## config.mk

```make
export PLATFORM = sky130hd
export DESIGN_NAME = iso8601_timestamp_to_epoch_core
export DESIGN_NICKNAME = d
export VERILOG_FILES = /design/src/rtl/isots_pkg.sv /design/src/rtl/isots_front.sv /design/src/rtl/isots_fifo.sv /design/src/rtl/isots_back.sv /design/src/rtl/iso8601_timestamp_to_epoch_core.sv
export SDC_FILE = /design/constraint.sdc
export NUM_CORES = 2
export LEC_CHECK = 0
export ABC_AREA = 1
export BUFFER_PORTS_ARGS = -buffer_cell sky130_fd_sc_hd__buf_2
export CAP_MARGIN = 10
export CORE_ASPECT_RATIO = 2
export CORE_UTILIZATION = 45
export CTS_CLUSTER_DIAMETER = 50
export CTS_CLUSTER_SIZE = 20
export DETAILED_ROUTE_END_ITERATION = 12
export REMOVE_ABC_BUFFERS = 1
export SLEW_MARGIN = 20
export SYNTH_ARGS = -nofsm -noshare
export SYNTH_HDL_FRONTEND = slang
export SYNTH_SLANG_ARGS = --single-unit
```

## constraint.sdc

```tcl
create_clock -name clk -period 6.9 [get_ports clk]
set_input_delay 1.725 -clock clk [delete_from_list [all_inputs] [get_ports clk]]
set_output_delay 1.725 -clock clk [all_outputs]
set_load 0.05 [all_outputs]
```

## src/rtl/isots_pkg.sv

```systemverilog
`timescale 1ns / 1ps
// ----------------------------------------------------------------------------
// isots_pkg: shared types and helpers of the ISO 8601 timestamp converter
// Character codes, parse phases, the parsed-field record passed from the
// character front end to the date arithmetic, and small lookup functions.
// ----------------------------------------------------------------------------
package isots_pkg;

  localparam int unsigned EPOCH_W = 39;
  localparam int unsigned Q_DEPTH = 2;
  localparam int unsigned Q_AW    = $clog2(Q_DEPTH);

  // Character codes
  localparam logic [7:0] CH_TAB   = 8'd9;
  localparam logic [7:0] CH_CR    = 8'd13;
  localparam logic [7:0] CH_SPACE = 8'd32;
  localparam logic [7:0] CH_PLUS  = 8'd43;
  localparam logic [7:0] CH_MINUS = 8'd45;
  localparam logic [7:0] CH_DOT   = 8'd46;
  localparam logic [7:0] CH_ZERO  = 8'd48;
  localparam logic [7:0] CH_NINE  = 8'd57;
  localparam logic [7:0] CH_COLON = 8'd58;
  localparam logic [7:0] CH_UP_T  = 8'd84;
  localparam logic [7:0] CH_UP_Z  = 8'd90;
  localparam logic [7:0] CH_LO_T  = 8'd116;
  localparam logic [7:0] CH_LO_Z  = 8'd122;

  // Zone sign codes
  localparam logic [1:0] ZS_NONE  = 2'd0;
  localparam logic [1:0] ZS_PLUS  = 2'd1;
  localparam logic [1:0] ZS_MINUS = 2'd2;

  typedef enum logic [5:0] {
    PH_LEAD   = 6'b000001,
    PH_BODY   = 6'b000010,
    PH_AFTSEC = 6'b000100,
    PH_FRAC   = 6'b001000,
    PH_ZONE   = 6'b010000,
    PH_TAIL   = 6'b100000
  } phase_t;

  typedef enum logic [5:0] {
    BK_IDLE = 6'b000001,
    BK_NORM = 6'b000010,
    BK_DIV  = 6'b000100,
    BK_DAYS = 6'b001000,
    BK_SECS = 6'b010000,
    BK_DONE = 6'b100000
  } bk_state_t;

  typedef struct packed {
    logic        ok;
    logic [13:0] year;
    logic [6:0]  month;
    logic [6:0]  day;
    logic [6:0]  hour;
    logic [6:0]  minute;
    logic [6:0]  second;
    logic [1:0]  zsign;
    logic [6:0]  zhour;
    logic [6:0]  zminute;
  } rec_t;

  typedef struct packed {
    logic push;
    rec_t rec;
  } q_wr_t;

  function automatic logic is_ws(input logic [7:0] c);
    return (c == CH_SPACE) || ((c >= CH_TAB) && (c <= CH_CR));
  endfunction

  function automatic logic is_digit(input logic [7:0] c);
    return (c >= CH_ZERO) && (c <= CH_NINE);
  endfunction

  // Day of year of the first of a March-based month (0 is March)
  function automatic logic [8:0] doy_of(input logic [3:0] mp);
    logic [8:0] d;
    unique case (mp)
      4'd0:    d = 9'd0;
      4'd1:    d = 9'd31;
      4'd2:    d = 9'd61;
      4'd3:    d = 9'd92;
      4'd4:    d = 9'd122;
      4'd5:    d = 9'd153;
      4'd6:    d = 9'd184;
      4'd7:    d = 9'd214;
      4'd8:    d = 9'd245;
      4'd9:    d = 9'd275;
      4'd10:   d = 9'd306;
      4'd11:   d = 9'd337;
      default: d = 9'd0;
    endcase
    return d;
  endfunction

endpackage

```

## src/rtl/isots_front.sv

```systemverilog
`timescale 1ns / 1ps
// ----------------------------------------------------------------------------
// isots_front: character parser
// Checks the timestamp shape one byte per accepted cycle, gathers the numeric
// fields and emits one record per string on its last character.
// ----------------------------------------------------------------------------
module isots_front (
  input  logic                 clk,
  input  logic                 rst_n,
  input  logic [7:0]           char_code,
  input  logic                 is_last,
  input  logic                 accept,
  output isots_pkg::q_wr_t     q_wr
);

  isots_pkg::phase_t phase_r, phase_nxt;
  logic [4:0]  pos_r, pos_nxt;
  logic [13:0] year_r, year_nxt;
  logic [6:0]  month_r, month_nxt;
  logic [6:0]  day_r, day_nxt;
  logic [6:0]  hour_r, hour_nxt;
  logic [6:0]  minute_r, minute_nxt;
  logic [6:0]  second_r, second_nxt;
  logic [1:0]  zsign_r, zsign_nxt;
  logic [6:0]  zhour_r, zhour_nxt;
  logic [6:0]  zminute_r, zminute_nxt;
  logic        failed_r, failed_nxt;

  logic       ws, dig, do_body, do_after;
  logic [4:0] p;
  logic [3:0] d;

  assign ws  = isots_pkg::is_ws(char_code);
  assign dig = isots_pkg::is_digit(char_code);
  assign d   = 4'(char_code - isots_pkg::CH_ZERO);

  always_comb begin
    phase_nxt   = phase_r;
    pos_nxt     = pos_r;
    year_nxt    = year_r;
    month_nxt   = month_r;
    day_nxt     = day_r;
    hour_nxt    = hour_r;
    minute_nxt  = minute_r;
    second_nxt  = second_r;
    zsign_nxt   = zsign_r;
    zhour_nxt   = zhour_r;
    zminute_nxt = zminute_r;
    failed_nxt  = failed_r;
    do_body     = 1'b0;
    do_after    = 1'b0;
    p           = pos_r;

    if (!failed_r) begin
      unique case (phase_r)
        isots_pkg::PH_LEAD: begin
          if (!ws) begin
            phase_nxt = isots_pkg::PH_BODY;
            p         = 5'd0;
            do_body   = 1'b1;
          end
        end
        isots_pkg::PH_BODY: do_body = 1'b1;
        isots_pkg::PH_AFTSEC: begin
          if (char_code == isots_pkg::CH_DOT) phase_nxt = isots_pkg::PH_FRAC;
          else do_after = 1'b1;
        end
        isots_pkg::PH_FRAC: begin
          if (!dig) do_after = 1'b1;
        end
        isots_pkg::PH_ZONE: begin
          if (pos_r == 5'd2) begin
            if (char_code != isots_pkg::CH_COLON) failed_nxt = 1'b1;
          end else if (pos_r <= 5'd1) begin
            if (dig) zhour_nxt = 7'(zhour_r * 7'd10 + 7'(d));
            else failed_nxt = 1'b1;
          end else begin
            if (dig) zminute_nxt = 7'(zminute_r * 7'd10 + 7'(d));
            else failed_nxt = 1'b1;
          end
          if (pos_r >= 5'd4) phase_nxt = isots_pkg::PH_TAIL;
          else pos_nxt = 5'(pos_r + 5'd1);
        end
        isots_pkg::PH_TAIL: begin
          if (!ws) failed_nxt = 1'b1;
        end
        default: failed_nxt = 1'b1;
      endcase
    end

    if (do_body) begin
      priority if (p <= 5'd3) begin
        if (dig) year_nxt = 14'(year_r * 14'd10 + 14'(d));
        else failed_nxt = 1'b1;
      end else if (p == 5'd4 || p == 5'd7) begin
        if (char_code != isots_pkg::CH_MINUS) failed_nxt = 1'b1;
      end else if (p == 5'd5 || p == 5'd6) begin
        if (dig) month_nxt = 7'(month_r * 7'd10 + 7'(d));
        else failed_nxt = 1'b1;
      end else if (p == 5'd8 || p == 5'd9) begin
        if (dig) day_nxt = 7'(day_r * 7'd10 + 7'(d));
        else failed_nxt = 1'b1;
      end else if (p == 5'd10) begin
        if (char_code != isots_pkg::CH_UP_T && char_code != isots_pkg::CH_LO_T &&
            char_code != isots_pkg::CH_SPACE) failed_nxt = 1'b1;
      end else if (p == 5'd11 || p == 5'd12) begin
        if (dig) hour_nxt = 7'(hour_r * 7'd10 + 7'(d));
        else failed_nxt = 1'b1;
      end else if (p == 5'd13 || p == 5'd16) begin
        if (char_code != isots_pkg::CH_COLON) failed_nxt = 1'b1;
      end else if (p == 5'd14 || p == 5'd15) begin
        if (dig) minute_nxt = 7'(minute_r * 7'd10 + 7'(d));
        else failed_nxt = 1'b1;
      end else begin
        if (dig) second_nxt = 7'(second_r * 7'd10 + 7'(d));
        else failed_nxt = 1'b1;
      end
      if (p >= 5'd18) phase_nxt = isots_pkg::PH_AFTSEC;
      else pos_nxt = 5'(p + 5'd1);
    end

    // Character after the seconds or the fraction digits
    if (do_after) begin
      if (char_code == isots_pkg::CH_UP_Z || char_code == isots_pkg::CH_LO_Z || ws) begin
        phase_nxt = isots_pkg::PH_TAIL;
      end else if (char_code == isots_pkg::CH_PLUS || char_code == isots_pkg::CH_MINUS) begin
        zsign_nxt = (char_code == isots_pkg::CH_PLUS) ? isots_pkg::ZS_PLUS
                                                      : isots_pkg::ZS_MINUS;
        phase_nxt = isots_pkg::PH_ZONE;
        pos_nxt   = 5'd0;
      end else begin
        failed_nxt = 1'b1;
      end
    end
  end

  always_comb begin
    q_wr.push        = accept && is_last;
    q_wr.rec.ok      = !failed_nxt && (phase_nxt == isots_pkg::PH_AFTSEC ||
                                       phase_nxt == isots_pkg::PH_FRAC ||
                                       phase_nxt == isots_pkg::PH_TAIL);
    q_wr.rec.year    = year_nxt;
    q_wr.rec.month   = month_nxt;
    q_wr.rec.day     = day_nxt;
    q_wr.rec.hour    = hour_nxt;
    q_wr.rec.minute  = minute_nxt;
    q_wr.rec.second  = second_nxt;
    q_wr.rec.zsign   = zsign_nxt;
    q_wr.rec.zhour   = zhour_nxt;
    q_wr.rec.zminute = zminute_nxt;
  end

  // Restart from the reset values after each last character
  always_ff @(posedge clk) begin
    if (!rst_n || (accept && is_last)) begin
      phase_r   <= isots_pkg::PH_LEAD;
      pos_r     <= '0;
      year_r    <= '0;
      month_r   <= '0;
      day_r     <= '0;
      hour_r    <= '0;
      minute_r  <= '0;
      second_r  <= '0;
      zsign_r   <= isots_pkg::ZS_NONE;
      zhour_r   <= '0;
      zminute_r <= '0;
      failed_r  <= 1'b0;
    end else if (accept) begin
      phase_r   <= phase_nxt;
      pos_r     <= pos_nxt;
      year_r    <= year_nxt;
      month_r   <= month_nxt;
      day_r     <= day_nxt;
      hour_r    <= hour_nxt;
      minute_r  <= minute_nxt;
      second_r  <= second_nxt;
      zsign_r   <= zsign_nxt;
      zhour_r   <= zhour_nxt;
      zminute_r <= zminute_nxt;
      failed_r  <= failed_nxt;
    end
  end

endmodule

```

## src/rtl/isots_fifo.sv

```systemverilog
`timescale 1ns / 1ps
// ----------------------------------------------------------------------------
// isots_fifo: record queue
// Short queue of parsed records between the parser and the date arithmetic.
// ----------------------------------------------------------------------------
module isots_fifo (
  input  logic                clk,
  input  logic                rst_n,
  input  isots_pkg::q_wr_t    wr,
  input  logic                rd,
  output isots_pkg::rec_t     rd_rec,
  output logic                full,
  output logic                empty
);

  isots_pkg::rec_t mem_r [isots_pkg::Q_DEPTH];
  logic [isots_pkg::Q_AW-1:0] wptr_r, rptr_r;
  logic [isots_pkg::Q_AW:0]   cnt_r;
  logic                       do_wr, do_rd;

  assign full   = (cnt_r == (isots_pkg::Q_AW+1)'(isots_pkg::Q_DEPTH));
  assign empty  = (cnt_r == '0);
  assign do_wr  = wr.push && !full;
  assign do_rd  = rd && !empty;
  assign rd_rec = mem_r[rptr_r];

  always_ff @(posedge clk) begin
    if (do_wr) mem_r[wptr_r] <= wr.rec;
  end

  always_ff @(posedge clk) begin
    if (!rst_n) begin
      wptr_r <= '0;
      rptr_r <= '0;
      cnt_r  <= '0;
    end else begin
      if (do_wr) wptr_r <= isots_pkg::Q_AW'(wptr_r + 1'b1);
      if (do_rd) rptr_r <= isots_pkg::Q_AW'(rptr_r + 1'b1);
      unique case ({do_wr, do_rd})
        2'b10:   cnt_r <= (isots_pkg::Q_AW+1)'(cnt_r + 1'b1);
        2'b01:   cnt_r <= (isots_pkg::Q_AW+1)'(cnt_r - 1'b1);
        default: cnt_r <= cnt_r;
      endcase
    end
  end

endmodule

```

## src/rtl/isots_back.sv

```systemverilog
`timescale 1ns / 1ps
// ----------------------------------------------------------------------------
// isots_back: date arithmetic
// Turns one parsed record into Unix seconds over a short sequence of
// registered steps and holds the result in the output register.
// ----------------------------------------------------------------------------
module isots_back (
  input  logic                              clk,
  input  logic                              rst_n,
  input  isots_pkg::rec_t                   q_rec,
  input  logic                              q_empty,
  output logic                              q_rd,
  input  logic                              out_pop,
  output logic                              out_empty,
  output logic                              out_ok,
  output logic signed [isots_pkg::EPOCH_W-1:0] out_epoch_seconds
);

  isots_pkg::bk_state_t state_r, state_nxt;
  isots_pkg::rec_t rec_r;

  logic [13:0]        yy_r;      // year + 400, March-based
  logic [3:0]         mp_r;      // month index, 0 is March
  logic [18:0]        hms_r;
  logic [18:0]        off_r;
  logic [6:0]         q100_r;
  logic [21:0]        y365_r;
  logic signed [23:0] days_r;
  logic signed [40:0] t_r;

  logic                              ok_r;
  logic signed [isots_pkg::EPOCH_W-1:0] epoch_r;
  logic                              out_valid_r;

  logic        m_dec;
  logic [6:0]  m0;
  logic [3:0]  q12, r12;
  logic [12:0] m0_x43;
  logic [15:0] ysum;
  logic [26:0] yy_x;
  logic signed [40:0] t_adj;
  logic        t_is_m1, res_ok, slot_free;

  assign q_rd      = (state_r == isots_pkg::BK_IDLE) && !q_empty;
  assign slot_free = !out_valid_r || out_pop;

  // Month carry: month 0 borrows a year, months past 12 roll into years
  always_comb begin
    m_dec  = (rec_r.month == 7'd0);
    m0     = m_dec ? 7'd11 : 7'(rec_r.month - 7'd1);
    m0_x43 = 13'(m0) * 13'd43;
    q12    = 4'(m0_x43 >> 9);
    r12    = 4'(m0 - 7'(q12) * 7'd12);
    ysum   = 16'(rec_r.year) + 16'(q12) + 16'd400 - 16'(m_dec) - 16'(r12 < 4'd2);
  end

  assign yy_x = 27'(yy_r) * 27'd5243;

  always_comb begin
    t_is_m1 = (t_r == -41'sd1);
    res_ok  = rec_r.ok && !t_is_m1;
    unique case (rec_r.zsign)
      isots_pkg::ZS_PLUS:  t_adj = t_r - 41'(off_r);
      isots_pkg::ZS_MINUS: t_adj = t_r + 41'(off_r);
      default:             t_adj = t_r;
    endcase
  end

  always_comb begin
    state_nxt = state_r;
    unique case (state_r)
      isots_pkg::BK_IDLE: if (!q_empty) state_nxt = isots_pkg::BK_NORM;
      isots_pkg::BK_NORM: state_nxt = isots_pkg::BK_DIV;
      isots_pkg::BK_DIV:  state_nxt = isots_pkg::BK_DAYS;
      isots_pkg::BK_DAYS: state_nxt = isots_pkg::BK_SECS;
      isots_pkg::BK_SECS: state_nxt = isots_pkg::BK_DONE;
      isots_pkg::BK_DONE: if (slot_free) state_nxt = isots_pkg::BK_IDLE;
      default:            state_nxt = isots_pkg::BK_IDLE;
    endcase
  end

  always_ff @(posedge clk) begin
    if (!rst_n) state_r <= isots_pkg::BK_IDLE;
    else state_r <= state_nxt;
  end

  always_ff @(posedge clk) begin
    if (q_rd) rec_r <= q_rec;
    if (state_r == isots_pkg::BK_NORM) begin
      yy_r  <= 14'(ysum);
      mp_r  <= (r12 >= 4'd2) ? 4'(r12 - 4'd2) : 4'(r12 + 4'd10);
      hms_r <= 19'(rec_r.hour) * 19'd3600 + 19'(rec_r.minute) * 19'd60
               + 19'(rec_r.second);
      off_r <= 19'(rec_r.zhour) * 19'd3600 + 19'(rec_r.zminute) * 19'd60;
    end
    if (state_r == isots_pkg::BK_DIV) begin
      q100_r <= 7'(yy_x >> 19);
      y365_r <= 22'(yy_r) * 22'd365;
    end
    // Days since 1970-01-01: shifted years, their leap days, day of year, day
    if (state_r == isots_pkg::BK_DAYS) begin
      days_r <= $signed(24'(y365_r) + 24'(yy_r >> 2) - 24'(q100_r) + 24'(q100_r >> 2)
                        + 24'(isots_pkg::doy_of(mp_r)) + 24'(rec_r.day) - 24'd865566);
    end
    if (state_r == isots_pkg::BK_SECS) begin
      t_r <= 41'(days_r) * 41'sd86400 + $signed(41'(hms_r));
    end
    if (state_r == isots_pkg::BK_DONE && slot_free) begin
      ok_r    <= res_ok;
      epoch_r <= res_ok ? isots_pkg::EPOCH_W'(t_adj) : '1;
    end
  end

  always_ff @(posedge clk) begin
    if (!rst_n) begin
      out_valid_r <= 1'b0;
    end else if (state_r == isots_pkg::BK_DONE && slot_free) begin
      out_valid_r <= 1'b1;
    end else if (out_pop) begin
      out_valid_r <= 1'b0;
    end
  end

  assign out_empty         = !out_valid_r;
  assign out_ok            = ok_r;
  assign out_epoch_seconds = epoch_r;

endmodule

```

## src/rtl/iso8601_timestamp_to_epoch_core.sv

```systemverilog
`timescale 1ns / 1ps
// ----------------------------------------------------------------------------
// iso8601_timestamp_to_epoch_core: ISO 8601 text to Unix seconds
// Usage:
//   Input queue: drive one character on in_char_code with in_push; set
//   in_is_last on the final character. A byte is taken at a clock edge with
//   in_push high and in_full low; one per cycle while in_full stays low.
//   Result queue: while out_empty is low, out_ok and out_epoch_seconds hold
//   the oldest result; raise out_pop to take it. One result per string;
//   on any parse error out_ok is 0 and out_epoch_seconds is -1.
//   The last character's record passes the record queue, then the date
//   arithmetic sequencer steps IDLE, NORM, DIV, DAYS, SECS and DONE before
//   the result is registered. The six-step sequencer takes a new record only
//   once it is through with the last; a two-entry record queue between parser
//   and sequencer absorbs short strings, and in_full rises when it fills.
//   When the receiver does not pop, the sequencer holds its finished value,
//   the record queue fills and in_full then stalls the input.
//   Reset (rst_n low, synchronous) empties both queues and restarts parsing
//   at the leading-whitespace phase; no clearing pass is needed.
// ----------------------------------------------------------------------------
module iso8601_timestamp_to_epoch_core (
  input  logic                                 clk,
  input  logic                                 rst_n,
  input  logic [7:0]                           in_char_code,
  input  logic                                 in_is_last,
  input  logic                                 in_push,
  output logic                                 in_full,
  output logic                                 out_ok,
  output logic signed [isots_pkg::EPOCH_W-1:0] out_epoch_seconds,
  output logic                                 out_empty,
  input  logic                                 out_pop
);

  isots_pkg::q_wr_t q_wr;
  isots_pkg::rec_t  q_rec;
  logic             q_rd, q_empty, accept;

  assign accept = in_push && !in_full;

  isots_front u_front (
    .clk       (clk),
    .rst_n     (rst_n),
    .char_code (in_char_code),
    .is_last   (in_is_last),
    .accept    (accept),
    .q_wr      (q_wr)
  );

  isots_fifo u_fifo (
    .clk    (clk),
    .rst_n  (rst_n),
    .wr     (q_wr),
    .rd     (q_rd),
    .rd_rec (q_rec),
    .full   (in_full),
    .empty  (q_empty)
  );

  isots_back u_back (
    .clk               (clk),
    .rst_n             (rst_n),
    .q_rec             (q_rec),
    .q_empty           (q_empty),
    .q_rd              (q_rd),
    .out_pop           (out_pop),
    .out_empty         (out_empty),
    .out_ok            (out_ok),
    .out_epoch_seconds (out_epoch_seconds)
  );

endmodule
```

==> results.md <==
* Area post-placement at 0.0460 mm2
* All-layer global routing usage at 21.9%
* Met1 layer wirelength in the final routing at 36,600 um
* Count of standard-cell rows at 161
* Routed Antenna Nets at 0
* Fillcell total at 9,185
* Outcome: finished, final reports clean
* Number of placed cells counting well taps at 6,406
* Reg2reg setup slack at 170 ps
* Worst hold-check path type: register to register
* Timing-limited maximum frequency at 148 MHz
* Inserted Clock Buffers at 40
* Final critical delay including setup and external delays at 6730 ps
* Mean cell area of the mapped netlist at 8.58 um2
* DRC Markers at 0
* Congestion Overflow GR at 0
* Number of maximum-capacitance violations at 0
* Top-level I/O count at 55
* Most used flip-flop cell after synthesis: sky130_fd_sc_hd__edfxtp_1
* Max FO, Critical Path at 3
* Post-synthesis cell type count at 63
* Clock tree from TritonCTS: done
* Highest metal used: met4
* Worst EP required at 7270 ps
* Wire length of the first global-routing pass at 171,000 um
* Post-detailed-route wirelength per cell at 16.4 um
* Launching element type of the critical path: register
* Die Area at 0.0991 mm2
* Initial antenna violation count at 1
* Area growth, synth to finish at 9.00%
* Final setup violation count at 0
* Count of cells along the worst hold path at 0
* Horizontal die dimension at 223 um
* Initial core utilization at 45.6%
* Most frequent cell on the critical path: sky130_fd_sc_hd__nand2_1
* Final number of max-transition violations at 0
* Number of H-tree branching levels at 2
* Overall routed net length at 107,000 um
* Clock Path Buffers at 3
* Register area share after synthesis at 30.8%
* Arrival time of data at the critical path endpoint at 7110 ps
* RSZ-0062 raised after global routing: yes
* Count of port buffers added during placement at 54
* Clock transition time at the flip-flop clock pins of the worst setup and hold paths at 80 ps
* Number of warnings issued by yosys at 0
* Detailed placement HPWL at 88,900 um
* Routed via count at 33,600
* Met2 layer wire length in the routed design at 61,000 um
* Final std cell area, no fill at 0.0479 mm2
* Fraction of final layout cells sized beyond drive strength 1 at 7.48%
* Post-route clock skew at 51.8 ps
* HP Start: u_back.hms_r[5]$_DFFE_PN_
* Initial DRT Pass Iterations at 8
* Maximum number of pins on one net before global-route repair at 77
* Clk Latency, worst-skew pair at 640 ps
* Relative slew margins at 37.1%
* Slowest stage delay, CP at 530 ps
* Share of the clock period used by the worst path after layout at 97.6%
* Weighted congestion reported at the end of routability-driven placement at 0.972
* Met3 WL at 2180 um
* Vertical extent of the die at 444 um
* Standard cell core area at 0.0965 mm2
* EDFF count, synth at 386
* R2R Path Start: u_back.rec_r[46]$_DFFE_PP_
* Number of clock sinks at 483
* Via count of the first global-routing pass at 34,200
* Share of async-settable or async-resettable flops after synthesis at 0%
* Drt initial violations at 1,292
* CP Class: register to register
* Via density per instance at 5.16
* Flip-flop and latch count after synthesis at 483
* Sequential cell area in the final layout at 0.0135 mm2
* Number of failing hold endpoints at the final stage at 0
* Library cell contributing the largest single delay on the critical path: sky130_fd_sc_hd__fa_1
* Final #Nets at 6,112
* Worst Max-Slew Pin Slew at 938 ps
* Post-synthesis instance area at 0.0440 mm2
* Number of standard cells after synthesis at 5,129
* Endpoint type of the worst setup path: register
* Capture instance of the worst register-to-register path: u_back.yy_r[12]$_DFFE_PN_
* Multi-input logic area at 0.0268 mm2
* Worst Reg-to-Reg Cells at 45
* Filler-free cell count of the finished design at 6,501
* Hold Path Sink: u_back.t_r[5]$_DFFE_PP_
* Buffer cell driving the clock tree root: sky130_fd_sc_hd__clkbuf_16
## metal layers
layer	GRT usage (%)	vias to the layer above
li1	-	16900
met1	20.2	15800
met2	44.9	536
met3	1.78	273
met4	13.4	0
met5	0	-
## through the flow
stage / hold WS [ps] / utilization [%] / setup WS [ps] / TNS, ps
after floorplan: 400 / - / -1840 / -338300
after global placement: 402 / 47.7 / -353 / -474
after detailed placement: 405 / 47.7 / -401 / -646
after CTS: 423 / 49.5 / 1.13 / 0
after global routing: 431 / 49.7 / -173 / -247
final: 422 / 49.7 / 166 / 0
## cell type report
type	instances	area share, %
inverter	993	7.79
tap	1222	3.19
clock buffer	49	2.16
sequential	483	28.2
clock inverter	25	0.806
antenna	1	0.00522
timing repair buffer	135	1.88
multi-input combinational	3593	55.9
## cells in the final DEF (no fill, tap or decap), drive strengths merged, types with 2 or more instances in the layout
cell type,n
a211oi,4
a21boi,5
a21o,16
a21oi,352
a31oi,19
and2,2
and3,2
buf,135
bufinv,2
clkbuf,49
clkinv,12
dfxtp,97
edfxtp,386
fa,253
ha,600
inv,1004
mux2,2
nand2,1001
nand3,210
nand3b,16
nand4,76
nor2,370
nor3,53
nor4,9
o2111ai,3
o211ai,14
o21a,10
o21ai,257
o21bai,17
o221ai,3
o311ai,3
o31ai,6
or2,26
xnor2,85
xor2,174
## Yosys cell counts (3+ instances only)
library cell | instances | share of area (%)
sky130_fd_sc_hd__inv_2 | 7 | 0.060
sky130_fd_sc_hd__nand3b_1 | 16 | 0.27
sky130_fd_sc_hd__nor4_1 | 9 | 0.13
sky130_fd_sc_hd__o21ai_2 | 5 | 0.10
sky130_fd_sc_hd__buf_1 | 4 | 0.034
sky130_fd_sc_hd__o21bai_1 | 16 | 0.27
sky130_fd_sc_hd__a211oi_1 | 4 | 0.068
sky130_fd_sc_hd__edfxtp_1 | 386 | 26
sky130_fd_sc_hd__nand2_2 | 23 | 0.33
sky130_fd_sc_hd__or2_2 | 25 | 0.36
sky130_fd_sc_hd__o21a_1 | 10 | 0.17
sky130_fd_sc_hd__inv_1 | 981 | 8.4
sky130_fd_sc_hd__nor2_4 | 10 | 0.26
sky130_fd_sc_hd__nand2_4 | 6 | 0.15
sky130_fd_sc_hd__o221ai_1 | 3 | 0.060
sky130_fd_sc_hd__nand3_1 | 198 | 2.3
sky130_fd_sc_hd__nand2_1 | 971 | 8.3
sky130_fd_sc_hd__ha_1 | 600 | 17
sky130_fd_sc_hd__o311ai_0 | 3 | 0.060
sky130_fd_sc_hd__o2111ai_1 | 3 | 0.060
sky130_fd_sc_hd__o31ai_1 | 6 | 0.10
sky130_fd_sc_hd__nand4_1 | 74 | 1.1
sky130_fd_sc_hd__nor3_4 | 3 | 0.11
sky130_fd_sc_hd__xor2_1 | 172 | 3.4
sky130_fd_sc_hd__nor2_1 | 345 | 2.9
sky130_fd_sc_hd__o21ai_1 | 40 | 0.46
sky130_fd_sc_hd__a21boi_0 | 5 | 0.085
sky130_fd_sc_hd__buf_2 | 5 | 0.057
sky130_fd_sc_hd__nor3_2 | 4 | 0.091
sky130_fd_sc_hd__a31oi_1 | 19 | 0.27
sky130_fd_sc_hd__o211ai_1 | 13 | 0.22
sky130_fd_sc_hd__clkbuf_1 | 48 | 0.41
sky130_fd_sc_hd__nand3_4 | 3 | 0.12
sky130_fd_sc_hd__a21oi_1 | 351 | 4.0
sky130_fd_sc_hd__nor3_1 | 46 | 0.52
sky130_fd_sc_hd__xnor2_1 | 85 | 1.7
sky130_fd_sc_hd__a21o_1 | 16 | 0.27
sky130_fd_sc_hd__fa_1 | 253 | 12
sky130_fd_sc_hd__nor2_2 | 14 | 0.20
sky130_fd_sc_hd__nand3_2 | 9 | 0.20
sky130_fd_sc_hd__dfxtp_1 | 97 | 4.4
sky130_fd_sc_hd__o21ai_0 | 212 | 2.4
## flip-flops by register name, indices dropped and copies added (netlist names), 7 cells and up, named ones only
| signal | count |
|---|---|
| u_front.zhour_r | 7 |
| u_front.hour_r | 7 |
| u_front.day_r | 7 |
| u_back.off_r | 17 |
| u_back.days_r | 24 |
| u_back.rec_r | 66 |
| u_back.y365_r | 22 |
| u_front.zminute_r | 7 |
| u_back.yy_r | 14 |
| u_front.month_r | 7 |
| u_back.hms_r | 19 |
| u_front.second_r | 7 |
| u_fifo.mem_r | 132 |
| u_back.q100_r | 7 |
| u_front.year_r | 14 |
| u_back.out_epoch_seconds | 39 |
| u_back.t_r | 41 |
| u_front.minute_r | 7 |
## repair_timing
item                                    4_1_cts  5_1_grt
buffers inserted                             14        6
endpoints found under the setup margin        3        6
pin swaps                                    39       32
resized for setup                            58       24
hold buffers                                  0        0
## critical path, delay by kind of cell, from the launching register on
kind | cells | cell delay (ps)
compound gates | 6 | 790
simple gates | 22 | 1870
buf+inv | 8 | 510
fa+ha+maj | 9 | 2910
flops | 1 | 400
## cell families (layout without fill, tap and decap cells)
| logic type | after synthesis | in the layout | share of synthesized area, % |
|---|---|---|---|
| fa+ha+maj | 853 | 853 | 28.6 |
| flops | 483 | 483 | 30.8 |
| simple gates | 1766 | 1766 | 17.6 |
| compound gates | 713 | 713 | 8.80 |
| mux | 2 | 2 | 0.0512 |
| other cells | 0 | 1 | 0 |
| xor+xnor | 259 | 259 | 5.19 |
| buf+inv | 1053 | 1202 | 9.06 |
## worst max-delay path by stage
stage	startpoint	end	depth (start not counted)
floorplan	in_push	u_fifo.mem_r[0][0]$_DFFE_PP_	4
global placement	u_back.rec_r[44]$_DFFE_PP_	u_back.yy_r[12]$_DFFE_PN_	46
detailed placement	u_back.rec_r[44]$_DFFE_PP_	u_back.yy_r[12]$_DFFE_PN_	44
CTS	u_back.rec_r[47]$_DFFE_PP_	u_back.yy_r[12]$_DFFE_PN_	45
global route	u_back.rec_r[44]$_DFFE_PP_	u_back.yy_r[12]$_DFFE_PN_	43
finish	u_back.rec_r[46]$_DFFE_PP_	u_back.yy_r[12]$_DFFE_PN_	45
Power is left out: the tool's default activity adds up to more than one toggle a clock period on the data nets, which glitch-free logic cannot reach.
